$ cat src/hw/rtl/vse_pkg.sv
// ----------------------------------------------------------------------------
// vse_pkg: shared types and constants of the visual string escaper
// Character codes and the command and status groups between controller and
// datapath.
// ----------------------------------------------------------------------------
package vse_pkg;

  localparam logic [7:0] CHAR_BACKSLASH = 8'h5C;
  localparam logic [7:0] CHAR_ZERO      = 8'h30;
  localparam logic [7:0] PRINT_LO       = 8'h20;
  localparam logic [7:0] PRINT_HI       = 8'h7E;

  // Commands from the controller to the datapath.
  typedef struct packed {
    logic take;      // latch the accepted byte and the emission flags
    logic store;     // append the accepted byte to the pending buffer
    logic set_long;  // a long printable run starts
    logic clr_long;  // the long printable run ends
    logic esc_pend;  // pending bytes are to be escaped
    logic emit_pend; // send one word from the pending buffer
    logic emit_cur;  // send one word from the current byte
  } vse_cmd_t;

  // Status from the datapath to the controller.
  typedef struct packed {
    logic printable;  // byte on the input is printable
    logic in_eos;     // byte on the input ends the string
    logic long_run;   // a long printable run is active
    logic run_done;   // pending bytes plus this one reach the run length
    logic count_zero; // pending buffer is empty
    logic out_free;   // output register can take a word this cycle
    logic step_done;  // the word now selected is the last of its byte
    logic pend_last;  // the pending byte now selected is the last one
  } vse_stat_t;

endpackage

$ cat src/hw/rtl/vse_ctrl.sv
// ----------------------------------------------------------------------------
// vse_ctrl: controller of the visual string escaper
// Classifies each accepted byte and sequences the flush of the pending buffer
// and the emission of the current byte.
// ----------------------------------------------------------------------------
module vse_ctrl (
  input  logic                clk_i,
  input  logic                rst_ni,
  input  logic                s_valid_i,
  output logic                s_ready_o,
  input  vse_pkg::vse_stat_t  stat_i,
  output vse_pkg::vse_cmd_t   cmd_o
);
  import vse_pkg::*;

  localparam logic [1:0] S_IDLE = 2'd0;
  localparam logic [1:0] S_PEND = 2'd1;
  localparam logic [1:0] S_CUR  = 2'd2;

  logic [1:0] state_q, state_d;

  assign s_ready_o = (state_q == S_IDLE);

  always_comb begin
    state_d = state_q;
    cmd_o   = '0;
    unique case (state_q)
      S_IDLE: begin
        if (s_valid_i) begin
          if (stat_i.printable) begin
            if (stat_i.long_run) begin
              cmd_o.take = 1'b1;
              state_d    = S_CUR;
            end else if (stat_i.run_done || stat_i.in_eos) begin
              cmd_o.take     = 1'b1;
              cmd_o.set_long = stat_i.run_done;
              state_d        = stat_i.count_zero ? S_CUR : S_PEND;
            end else begin
              cmd_o.store = 1'b1;
            end
          end else begin
            cmd_o.take     = 1'b1;
            cmd_o.clr_long = 1'b1;
            cmd_o.esc_pend = 1'b1;
            if (stat_i.long_run || stat_i.count_zero) begin
              state_d = S_CUR;
            end else begin
              state_d = S_PEND;
            end
          end
          // The end of a string always leaves the run state cleared.
          if (stat_i.in_eos) begin
            cmd_o.clr_long = 1'b1;
          end
        end
      end
      S_PEND: begin
        cmd_o.emit_pend = stat_i.out_free;
        if (stat_i.out_free && stat_i.step_done && stat_i.pend_last) begin
          state_d = S_CUR;
        end
      end
      S_CUR: begin
        cmd_o.emit_cur = stat_i.out_free;
        if (stat_i.out_free && stat_i.step_done) begin
          state_d = S_IDLE;
        end
      end
      default: begin
        state_d = S_IDLE;
      end
    endcase
  end

  always_ff @(posedge clk_i or negedge rst_ni) begin
    if (!rst_ni) begin
      state_q <= S_IDLE;
    end else begin
      state_q <= state_d;
    end
  end

endmodule

$ cat src/hw/rtl/vse_datapath.sv
// ----------------------------------------------------------------------------
// vse_datapath: storage and character generation of the visual string escaper
// Holds the run length register, the pending buffer, the run state, the
// current byte and the output register.
// ----------------------------------------------------------------------------
module vse_datapath #(
  parameter int MAX_RUN = 8
) (
  input  logic                clk_i,
  input  logic                rst_ni,
  input  logic                cfg_valid_i,
  input  logic [3:0]          cfg_data_i,
  input  logic [7:0]          in_byte_i,
  input  logic                in_eos_i,
  input  vse_pkg::vse_cmd_t   cmd_i,
  output vse_pkg::vse_stat_t  stat_o,
  output logic                m_valid_o,
  input  logic                m_ready_i,
  output logic [7:0]          m_data_o,
  output logic                m_last_o,
  output logic                m_user_o
);
  import vse_pkg::*;

  localparam int DEPTH = MAX_RUN - 1;
  localparam int CW    = $clog2(MAX_RUN);
  localparam int IW    = (DEPTH > 1) ? $clog2(DEPTH) : 1;

  logic [3:0]    rl_q;
  logic [4:0]    rl_eff;
  logic [7:0]    pend_q [DEPTH];
  logic [CW-1:0] cnt_q;
  logic [IW-1:0] idx_q;
  logic [1:0]    dig_q;
  logic          long_q;
  logic [7:0]    cur_q;
  logic          eos_q;
  logic          esc_cur_q;
  logic          esc_pend_q;

  logic          m_valid_q;
  logic [7:0]    m_data_q;
  logic          m_last_q;
  logic          m_user_q;

  logic [7:0]    sel_byte;
  logic          sel_esc;
  logic [7:0]    char_w;
  logic          emit;
  logic          step_done;
  logic          pend_last;

  // Run length zero acts as one; values above MAX_RUN saturate.
  always_comb begin
    if (rl_q == 4'd0) begin
      rl_eff = 5'd1;
    end else if ({1'b0, rl_q} > 5'(MAX_RUN)) begin
      rl_eff = 5'(MAX_RUN);
    end else begin
      rl_eff = {1'b0, rl_q};
    end
  end

  assign sel_byte  = cmd_i.emit_cur ? cur_q : pend_q[idx_q];
  assign sel_esc   = cmd_i.emit_cur ? esc_cur_q : esc_pend_q;
  assign step_done = !sel_esc || (dig_q == 2'd3);
  assign pend_last = (CW'(idx_q) + CW'(1)) == cnt_q;
  assign emit      = cmd_i.emit_pend || cmd_i.emit_cur;

  always_comb begin
    if (!sel_esc) begin
      char_w = sel_byte;
    end else begin
      case (dig_q)
        2'd0:    char_w = CHAR_BACKSLASH;
        2'd1:    char_w = CHAR_ZERO + {6'd0, sel_byte[7:6]};
        2'd2:    char_w = CHAR_ZERO + {5'd0, sel_byte[5:3]};
        default: char_w = CHAR_ZERO + {5'd0, sel_byte[2:0]};
      endcase
    end
  end

  always_comb begin
    stat_o            = '0;
    stat_o.printable  = (in_byte_i >= PRINT_LO) && (in_byte_i <= PRINT_HI);
    stat_o.in_eos     = in_eos_i;
    stat_o.long_run   = long_q;
    stat_o.run_done   = (5'(cnt_q) + 5'd1) >= rl_eff;
    stat_o.count_zero = (cnt_q == '0);
    stat_o.out_free   = !m_valid_q || m_ready_i;
    stat_o.step_done  = step_done;
    stat_o.pend_last  = pend_last;
  end

  always_ff @(posedge clk_i or negedge rst_ni) begin
    if (!rst_ni) begin
      rl_q      <= 4'd4;
      cnt_q     <= '0;
      idx_q     <= '0;
      dig_q     <= 2'd0;
      long_q    <= 1'b0;
      m_valid_q <= 1'b0;
    end else begin
      if (cfg_valid_i) begin
        rl_q <= cfg_data_i;
      end
      if (cmd_i.clr_long) begin
        long_q <= 1'b0;
      end else if (cmd_i.set_long) begin
        long_q <= 1'b1;
      end
      if (cmd_i.take) begin
        idx_q <= '0;
        dig_q <= 2'd0;
      end
      if (cmd_i.store) begin
        cnt_q <= cnt_q + CW'(1);
      end
      if (emit) begin
        dig_q <= step_done ? 2'd0 : dig_q + 2'd1;
      end
      if (cmd_i.emit_pend && step_done) begin
        idx_q <= idx_q + IW'(1);
        if (pend_last) begin
          cnt_q <= '0;
        end
      end
      if (emit) begin
        m_valid_q <= 1'b1;
      end else if (m_ready_i) begin
        m_valid_q <= 1'b0;
      end
    end
  end

  // Payload registers carry no reset.
  always_ff @(posedge clk_i) begin
    if (cmd_i.take) begin
      cur_q      <= in_byte_i;
      eos_q      <= in_eos_i;
      esc_cur_q  <= !stat_o.printable;
      esc_pend_q <= cmd_i.esc_pend;
    end
    if (cmd_i.store) begin
      pend_q[cnt_q[IW-1:0]] <= in_byte_i;
    end
    if (emit) begin
      m_data_q <= char_w;
      m_user_q <= cmd_i.emit_cur && step_done;
      m_last_q <= cmd_i.emit_cur && step_done && eos_q;
    end
  end

  assign m_valid_o = m_valid_q;
  assign m_data_o  = m_data_q;
  assign m_last_o  = m_last_q;
  assign m_user_o  = m_user_q;

endmodule

$ cat src/hw/rtl/visual_string_escaper.sv
// ----------------------------------------------------------------------------
// visual_string_escaper: visible rendering of a byte stream
// Takes one byte a word and gives printable runs that reach the run length or
// end the string raw, other bytes as backslash and three octal digits.
// ----------------------------------------------------------------------------
// Usage:
//   The slave stream carries one byte of the string in tdata and marks the
//   final byte with tlast. The master stream carries one character a word in
//   tdata; tuser flags the last character caused by an input byte and tlast
//   flags the last character of the whole string. The cfg channel writes the
//   run length; it is always ready and should only be written while idle.
//   A printable byte that is only buffered gives no output. Any other byte is
//   accepted and then gives one output character a word: one per raw byte,
//   four per escaped byte, so up to 4*MAX_RUN words for a flush of the
//   pending buffer plus the current byte. The rate is set by the output
//   register, which moves one word a cycle while the receiver is ready; the
//   next byte is accepted as soon as the last word of the previous one sits
//   in that register. A stalled receiver holds the controller in place.
//   Reset clears the run state and the pending count and sets run length 4.
// ----------------------------------------------------------------------------
module visual_string_escaper #(
  parameter int MAX_RUN = 8
) (
  input  logic       clk_i,
  input  logic       rst_ni,
  input  logic       cfg_valid_i,
  output logic       cfg_ready_o,
  input  logic [3:0] cfg_data_i,     // run_length
  input  logic       s_axis_tvalid,
  output logic       s_axis_tready,
  input  logic [7:0] s_axis_tdata,   // in_byte
  input  logic       s_axis_tlast,   // end_of_string
  output logic       m_axis_tvalid,
  input  logic       m_axis_tready,
  output logic [7:0] m_axis_tdata,   // out_char
  output logic       m_axis_tlast,   // string_done
  output logic       m_axis_tuser    // last_of_item
);
  import vse_pkg::*;

  vse_cmd_t  cmd;
  vse_stat_t stat;

  assign cfg_ready_o = 1'b1;

  vse_ctrl u_ctrl (
    .clk_i     (clk_i),
    .rst_ni    (rst_ni),
    .s_valid_i (s_axis_tvalid),
    .s_ready_o (s_axis_tready),
    .stat_i    (stat),
    .cmd_o     (cmd)
  );

  vse_datapath #(
    .MAX_RUN (MAX_RUN)
  ) u_datapath (
    .clk_i       (clk_i),
    .rst_ni      (rst_ni),
    .cfg_valid_i (cfg_valid_i),
    .cfg_data_i  (cfg_data_i),
    .in_byte_i   (s_axis_tdata),
    .in_eos_i    (s_axis_tlast),
    .cmd_i       (cmd),
    .stat_o      (stat),
    .m_valid_o   (m_axis_tvalid),
    .m_ready_i   (m_axis_tready),
    .m_data_o    (m_axis_tdata),
    .m_last_o    (m_axis_tlast),
    .m_user_o    (m_axis_tuser)
  );

endmodule

$ cat config.mk
export PLATFORM = sky130hd
export DESIGN_NAME = visual_string_escaper
export DESIGN_NICKNAME = d
export VERILOG_FILES = /design/src/hw/rtl/vse_pkg.sv /design/src/hw/rtl/vse_ctrl.sv /design/src/hw/rtl/vse_datapath.sv /design/src/hw/rtl/visual_string_escaper.sv
export SDC_FILE = /design/constraint.sdc
export NUM_CORES = 1
export LEC_CHECK = 0
export ABC_AREA = 0
export ABC_CLOCK_PERIOD_IN_PS = 4700
export CELL_PAD_IN_SITES_DETAIL_PLACEMENT = 1
export CELL_PAD_IN_SITES_GLOBAL_PLACEMENT = 1
export CORE_UTILIZATION = 57
export CTS_CLUSTER_SIZE = 40
export DETAILED_ROUTE_END_ITERATION = 10
export DONT_BUFFER_PORTS = 1
export GPL_TIMING_DRIVEN = 0
export PLACE_DENSITY = 0.8
export SLEW_MARGIN = 0
export SYNTH_ARGS = -nofsm -noshare
export SYNTH_HDL_FRONTEND = slang
export SYNTH_SLANG_ARGS = --single-unit
$ cat constraint.sdc
create_clock -name clk_i -period 4.7 [get_ports clk_i]
set_clock_uncertainty 0.1 [all_clocks]
set_input_delay 0.235 -clock clk_i [delete_from_list [all_inputs] [get_ports clk_i]]
set_output_delay 0.235 -clock clk_i [all_outputs]
set_load 0.02 [all_outputs]
# == Word-level counts from Yosys, hierarchy flattened ==
# Memories as Yosys holds them, arrays and structs flattened.
# Cells that the tools add are included.
# op_classes
add_sub_neg,7
magnitude_cmp,4
n_mux,42
n_reduce_logical,24
n_eq_ne,10
# op_table
cell,n
$mux 2,14
$pmux 8 s3,1
$mux 8,2
$mux 1,15
$mux 3,5
$add 6x3->7 const A,2
$mux 5,2
$ge 8x6->1 const B,1
$le 8x7->1 const B,1
$mux 4,2
$reduce_bool 2->1,4
$add 6x2->7 const A,1
$add 3x1->3 const B,2
$eq 2x2->1 const B,3
$logic_and 1x1->1,6
$pmux 2 s3,1
$ge 5x4->1,1
$logic_or 1x1->1,5
$add 3x1->4 const B,1
$eq 2x1->1 const B,2
$gt 4x4->1 const B,1
$logic_not 2->1,2
$logic_not 4->1,1
$ne 2x1->1 const B,2
other kinds (8),10
# totals
regBits,37
ramBits,56
n_memories,1
word_cells,102
out_inout_bits,13
# memory_table
memory,words,width,read_ports,rd_ports_with_merged_regs,write_ports,line_no,rtl
u_datapath.pend_q,7,8,1,0,1,vse_datapath.sv:31,logic [7:0] pend_q [DEPTH];

# == Logic depth before layout (Yosys ltp) ==
# logic_depth
ltp_word,13
ltp_mapped,9

# == By module ==
# A second synthesis with hierarchy kept.
# hier_totals
cells_unflattened,291
area_unflattened_um2,4167.7
# modules_own_cells
module,seq_area_each_um2,cells_each,area_each_um2,n_inst
vse_datapath,2663.8,266,3983.8,1
vse_ctrl,50.0,23,172.7,1
visual_string_escaper,0.0,2,11.3,1

# == Worst setup path after synthesis ==
# OpenSTA, ideal clock, no wires.
# synth_path
path_kind,flip-flop to flip-flop
start,register u_datapath.cnt_q[1]
end,"memory u_datapath.pend_q[6][0], enable pin"
setup_ns,0.383
synth_period_minus_slack_ns,2.971
arrival_time_ns,2.487
required_ns,4.217
path_slack_ns,1.729
path_stages_with_launch,8
path_cell_list,dfrtp_1 > inv_1 > ha_1 > ha_1 > a2111oi_4 > o211a_1 > nand3_1 > nor3_1
# synth_between
elab_chain_len,10
# synth_lines
item,line_no,rtl
"start, declared",vse_datapath.sv:32,logic [CW-1:0] cnt_q;
"start signal, assigned",vse_datapath.sv:117,cnt_q <= cnt_q + CW'(1);
$add 3x1->4,vse_datapath.sv:88,stat_o.run_done = (5'(cnt_q) + 5'd1) >= rl_eff;
$ge 5x4->1,vse_datapath.sv:88,
$logic_or 1x1->1,vse_ctrl.sv:34,end else if (stat_i.run_done || stat_i.in_eos) begin
$mux 1,vse_ctrl.sv:34,
$mux 2,vse_ctrl.sv:31,if (stat_i.long_run) begin
$mux 2,vse_ctrl.sv:30,if (stat_i.printable) begin
$mux 5,vse_ctrl.sv:29,if (s_valid_i) begin
$mux 5,vse_ctrl.sv:27,unique case (state_q)
$mux 1,vse_datapath.sv:144,if (cmd_i.store) begin
$mux 1 (not written as such),vse_datapath.sv:145,pend_q[cnt_q[IW-1:0]] <= in_byte_i;
"end, declared",vse_datapath.sv:31,
# Several ways; a longest one is shown, not always the timed one.

# == Worst setup path in the final report ==
# layout_path
start,register u_datapath.cnt_q[1]
end,"memory u_datapath.pend_q[0][6], enable pin"
# The elaborated chain is that of the path after synthesis.

==> results.json <==
{
  "grt_pass1_vias": 2668,
  "grt_start_max_net_pins": 18,
  "io_buffers": 0,
  "area_growth_pct": 10.9,
  "layout-drive-gt1-share_pct": 12.4,
  "hold_depth": 2,
  "tightest_slew_ns": 1.30,
  "cts_resized": 0,
  "status": "complete, no violations",
  "nets": 355,
  "power_leakage_nw": 1.67,
  "gp_congestion": 0.895,
  "peakVddDrop_v": 0.000248,
  "synth_compound_area_share_pct": 8.77,
  "path_class": "register to register",
  "synth_warnings": 0,
  "grt_pass1_wl_um": 14500,
  "ff2ff_path_depth": 7,
  "rows": 31,
  "finalNonFillerCells": 429,
  "grtUsageTotal_pct": 26.6,
  "die_x_um": 88.1,
  "first_pass_iters": 4,
  "clk_pin_slew_ns": 0.09,
  "place_area_um2": 4350,
  "post_drt_wl_per_cell_um": 22.0,
  "dp_hpwl_um": 6490,
  "setup_ws_ns": 0.996,
  "drtIter0Drc": 115,
  "place_worst_setup_slack_ns": 0.998,
  "numPlacedInstances": 397,
  "ys_seq_elements": 93,
  "start_kind": "register",
  "synth_top_family_by_area": "simple AND/OR/NAND/NOR gates",
  "cts_setup_buffers": 0,
  "slew_headroom_pct": 12.9,
  "worstPathArrival_ns": 3.57,
  "fillers": 698,
  "ys_types": 50,
  "h-tree-depth": 3,
  "cts_buffers": 9,
  "antenna_found_initial": 0,
  "insertedDiodeCount": 0,
  "setup_viol": 0,
  "crit_required_ns": 4.57,
  "clkLatencyLatePin_ns": 0.37,
  "synth_nets": 328,
  "routed_wirelength_um": 9430,
  "yosys.area_share.adder_pct": 3.55,
  "cts_buffer_depth": 2,
  "rsz0062_at_grt": "no",
  "dieArea_um2": 7760,
  "cts_sinks": 93,
  "synthCells": 298,
  "max_freq_ghz": 0.270,
  "hold_violations": 0,
  "synth_xor_area_share_pct": 1.18,
  "end_kind": "register",
  "utilization_pct": 65.0,
  "drc": 0,
  "min_path_type": "primary input to register",
  "pin_count": 31,
  "fin_crit_sh_pct": 78.8,
  "fin_crit_ns": 3.70,
  "multi_input_area_um2": 1390,
  "detail-route-antenna-nets": 0,
  "maxCapViolCount": 0,
  "maxSlewViolCount": 0,
  "hold_slack_ns": 0.0203,
  "syn_area_um2": 4230,
  "fp.dieH_um": 88.1,
  "p_total_mw": 2.32,
  "vias": 2598,
  "fin_area_um2": 4690,
  "initial_core_util_pct": 58.6,
  "fp.coreArea_um2": 7210,
  "grt_overflow": 0,
  "r2r_setup_slack_ns": 1.0,
  "clock-root-buffer": "clkbuf_8",
  "synthSimpleGateAreaFrac_pct": 10.5,
  "avgSynthCellArea_um2": 14.2,
  "vias_per_cell": 6.06,
  "worst-path-max-fanout": 8,
  "finalSetupTns_ns": 0,
  "postCtsHoldBufs": 15,
  "seq_area_frac_synth_pct": 64.2,
  "power.density_nw_per_um2": 494,
  "muxShareOfSynthArea_pct": 8.91,
  "cts_tree": "done",
  "regArea_um2": 2710
}
placed cells by master, fill, tap and decap left out, drive strengths merged, types with 6 or more instances in the layout:
| cell | synthesis | layout |
|---|---|---|
| edfxtp | 77 | 77 |
| mux2 | 8 | 8 |
| dlygate4sd3 | 0 | 15 |
| dfrtp | 15 | 15 |
| nand2b | 7 | 7 |
| inv | 14 | 17 |
| nand2 | 21 | 21 |
| nor2b | 6 | 6 |
| buf | 8 | 8 |
| clkbuf | 3 | 13 |
| mux4 | 7 | 7 |
| nor3 | 10 | 10 |
| ha | 12 | 12 |
| o211ai | 8 | 8 |
| mux2i | 11 | 11 |
| nor2 | 19 | 19 |
| o21ai | 15 | 15 |
| nand3 | 10 | 10 |
cell type report:
| class | instances | area share (%) |
|---|---|---|
| clock buffer | 9 | 2.64 |
| sequential | 93 | 57.9 |
| buffer | 11 | 1.41 |
| tap | 99 | 2.64 |
| timing repair buffer | 16 | 3.36 |
| inverter | 14 | 1.12 |
| multi-input combinational | 180 | 29.7 |
| clock inverter | 7 | 1.20 |
per-layer routing:
metal	vias up	routed length, um	track usage (%)
met5	-	0	0
met4	0	114	7.48
met3	13	502	5.75
met2	82	4720	44.0
met1	1317	4090	35.8
li1	1186	-	-
sequential cells by signal, summed over array words and instances, names as in the netlist:
register               count
u_datapath.m_valid_o       1
u_datapath.idx_q           3
u_ctrl.state_q             2
u_datapath.m_user_o        1
u_datapath.cnt_q           3
u_datapath.rl_q            4
u_datapath.esc_pend_q      1
u_datapath.m_data_o        8
u_datapath.m_last_o        1
u_datapath.cur_q           8
u_datapath.eos_q           1
u_datapath.pend_q         56
u_datapath.esc_cur_q       1
u_datapath.dig_q           2
u_datapath.long_q          1
cells in the mapped netlist, drive strengths merged:
master | count | area (um2)
o211a | 2 | 20.0
nor3 | 10 | 50.1
a21oi | 3 | 15.0
o311ai | 2 | 17.5
edfxtp | 77 | 2310
nor2b | 6 | 37.5
nand2 | 21 | 78.8
o2111a | 1 | 11.3
dfrtp | 15 | 375
or3 | 4 | 25.0
o22a | 1 | 8.76
o21a | 1 | 7.51
conb | 1 | 3.75
or2 | 1 | 6.26
mux2i | 11 | 110
o21ai | 15 | 75.1
ha | 12 | 150
o211ai | 8 | 60.1
xnor2 | 1 | 8.76
inv | 14 | 52.6
clkbuf | 3 | 12.5
mux4 | 7 | 176
a2111oi | 1 | 27.5
o31ai | 4 | 30.0
o2111ai | 3 | 32.5
and2 | 5 | 31.3
a31oi | 2 | 12.5
dfstp | 1 | 26.3
nand3b | 1 | 7.51
and3 | 1 | 6.26
mux2 | 8 | 90.1
o32ai | 2 | 17.5
a211o | 3 | 26.3
o2bb2ai | 1 | 8.76
xor2 | 2 | 17.5
nand3 | 10 | 50.1
buf | 8 | 53.8
nor2 | 19 | 78.8
nand4 | 3 | 18.8
nand2b | 7 | 51.3
xor3 | 1 | 23.8
cell families after synthesis:
| group | after synthesis |
|---|---|
| fa+ha+maj | 12 |
| compound gates | 49 |
| mux | 26 |
| flops | 93 |
| buf+inv | 25 |
| simple gates | 88 |
| other cells | 1 |
| xor+xnor | 4 |
final timing paths:
| kind | startpoint | endpoint |
|---|---|---|
| min in group asynchronous | rst_ni | u_datapath.dig_q[0]$_DFFE_PN0P_ |
| hold reg to reg | u_datapath.rl_q[0]$_DFFE_PN0P_ | u_datapath.rl_q[0]$_DFFE_PN0P_ |
| hold / removal | s_axis_tdata[7] | u_datapath.esc_cur_q$_DFFE_PP_ |
| setup reg to reg | u_datapath.cnt_q[1]$_DFF_PN0_ | u_datapath.pend_q[0][6]$_DFFE_PP_ |
| max in group asynchronous | rst_ni | u_datapath.cnt_q[0]$_DFF_PN0_ |
| setup / recovery | u_datapath.cnt_q[1]$_DFF_PN0_ | u_datapath.pend_q[0][6]$_DFFE_PP_ |
report_power, final:
group / total [mW] / leakage, nW / switching (mW) / internal (mW)
sequential: 1.17 / 0.905 / 0.125 / 1.04
combinational: 0.652 / 0.666 / 0.403 / 0.249
clock: 0.498 / 0.0959 / 0.298 / 0.200
total: 2.32 / 1.67 / 0.827 / 1.49
critical path, stage by stage (launching register included):
cell and delay [ns]:
dfrtp_1 0.52, inv_1 0.15, ha_1 0.32, ha_1 0.34, a2111oi_4 0.36, o211a_1 0.30
nand3_1 0.20, nor3_1 1.03
(Power assumes the default switching activity.)
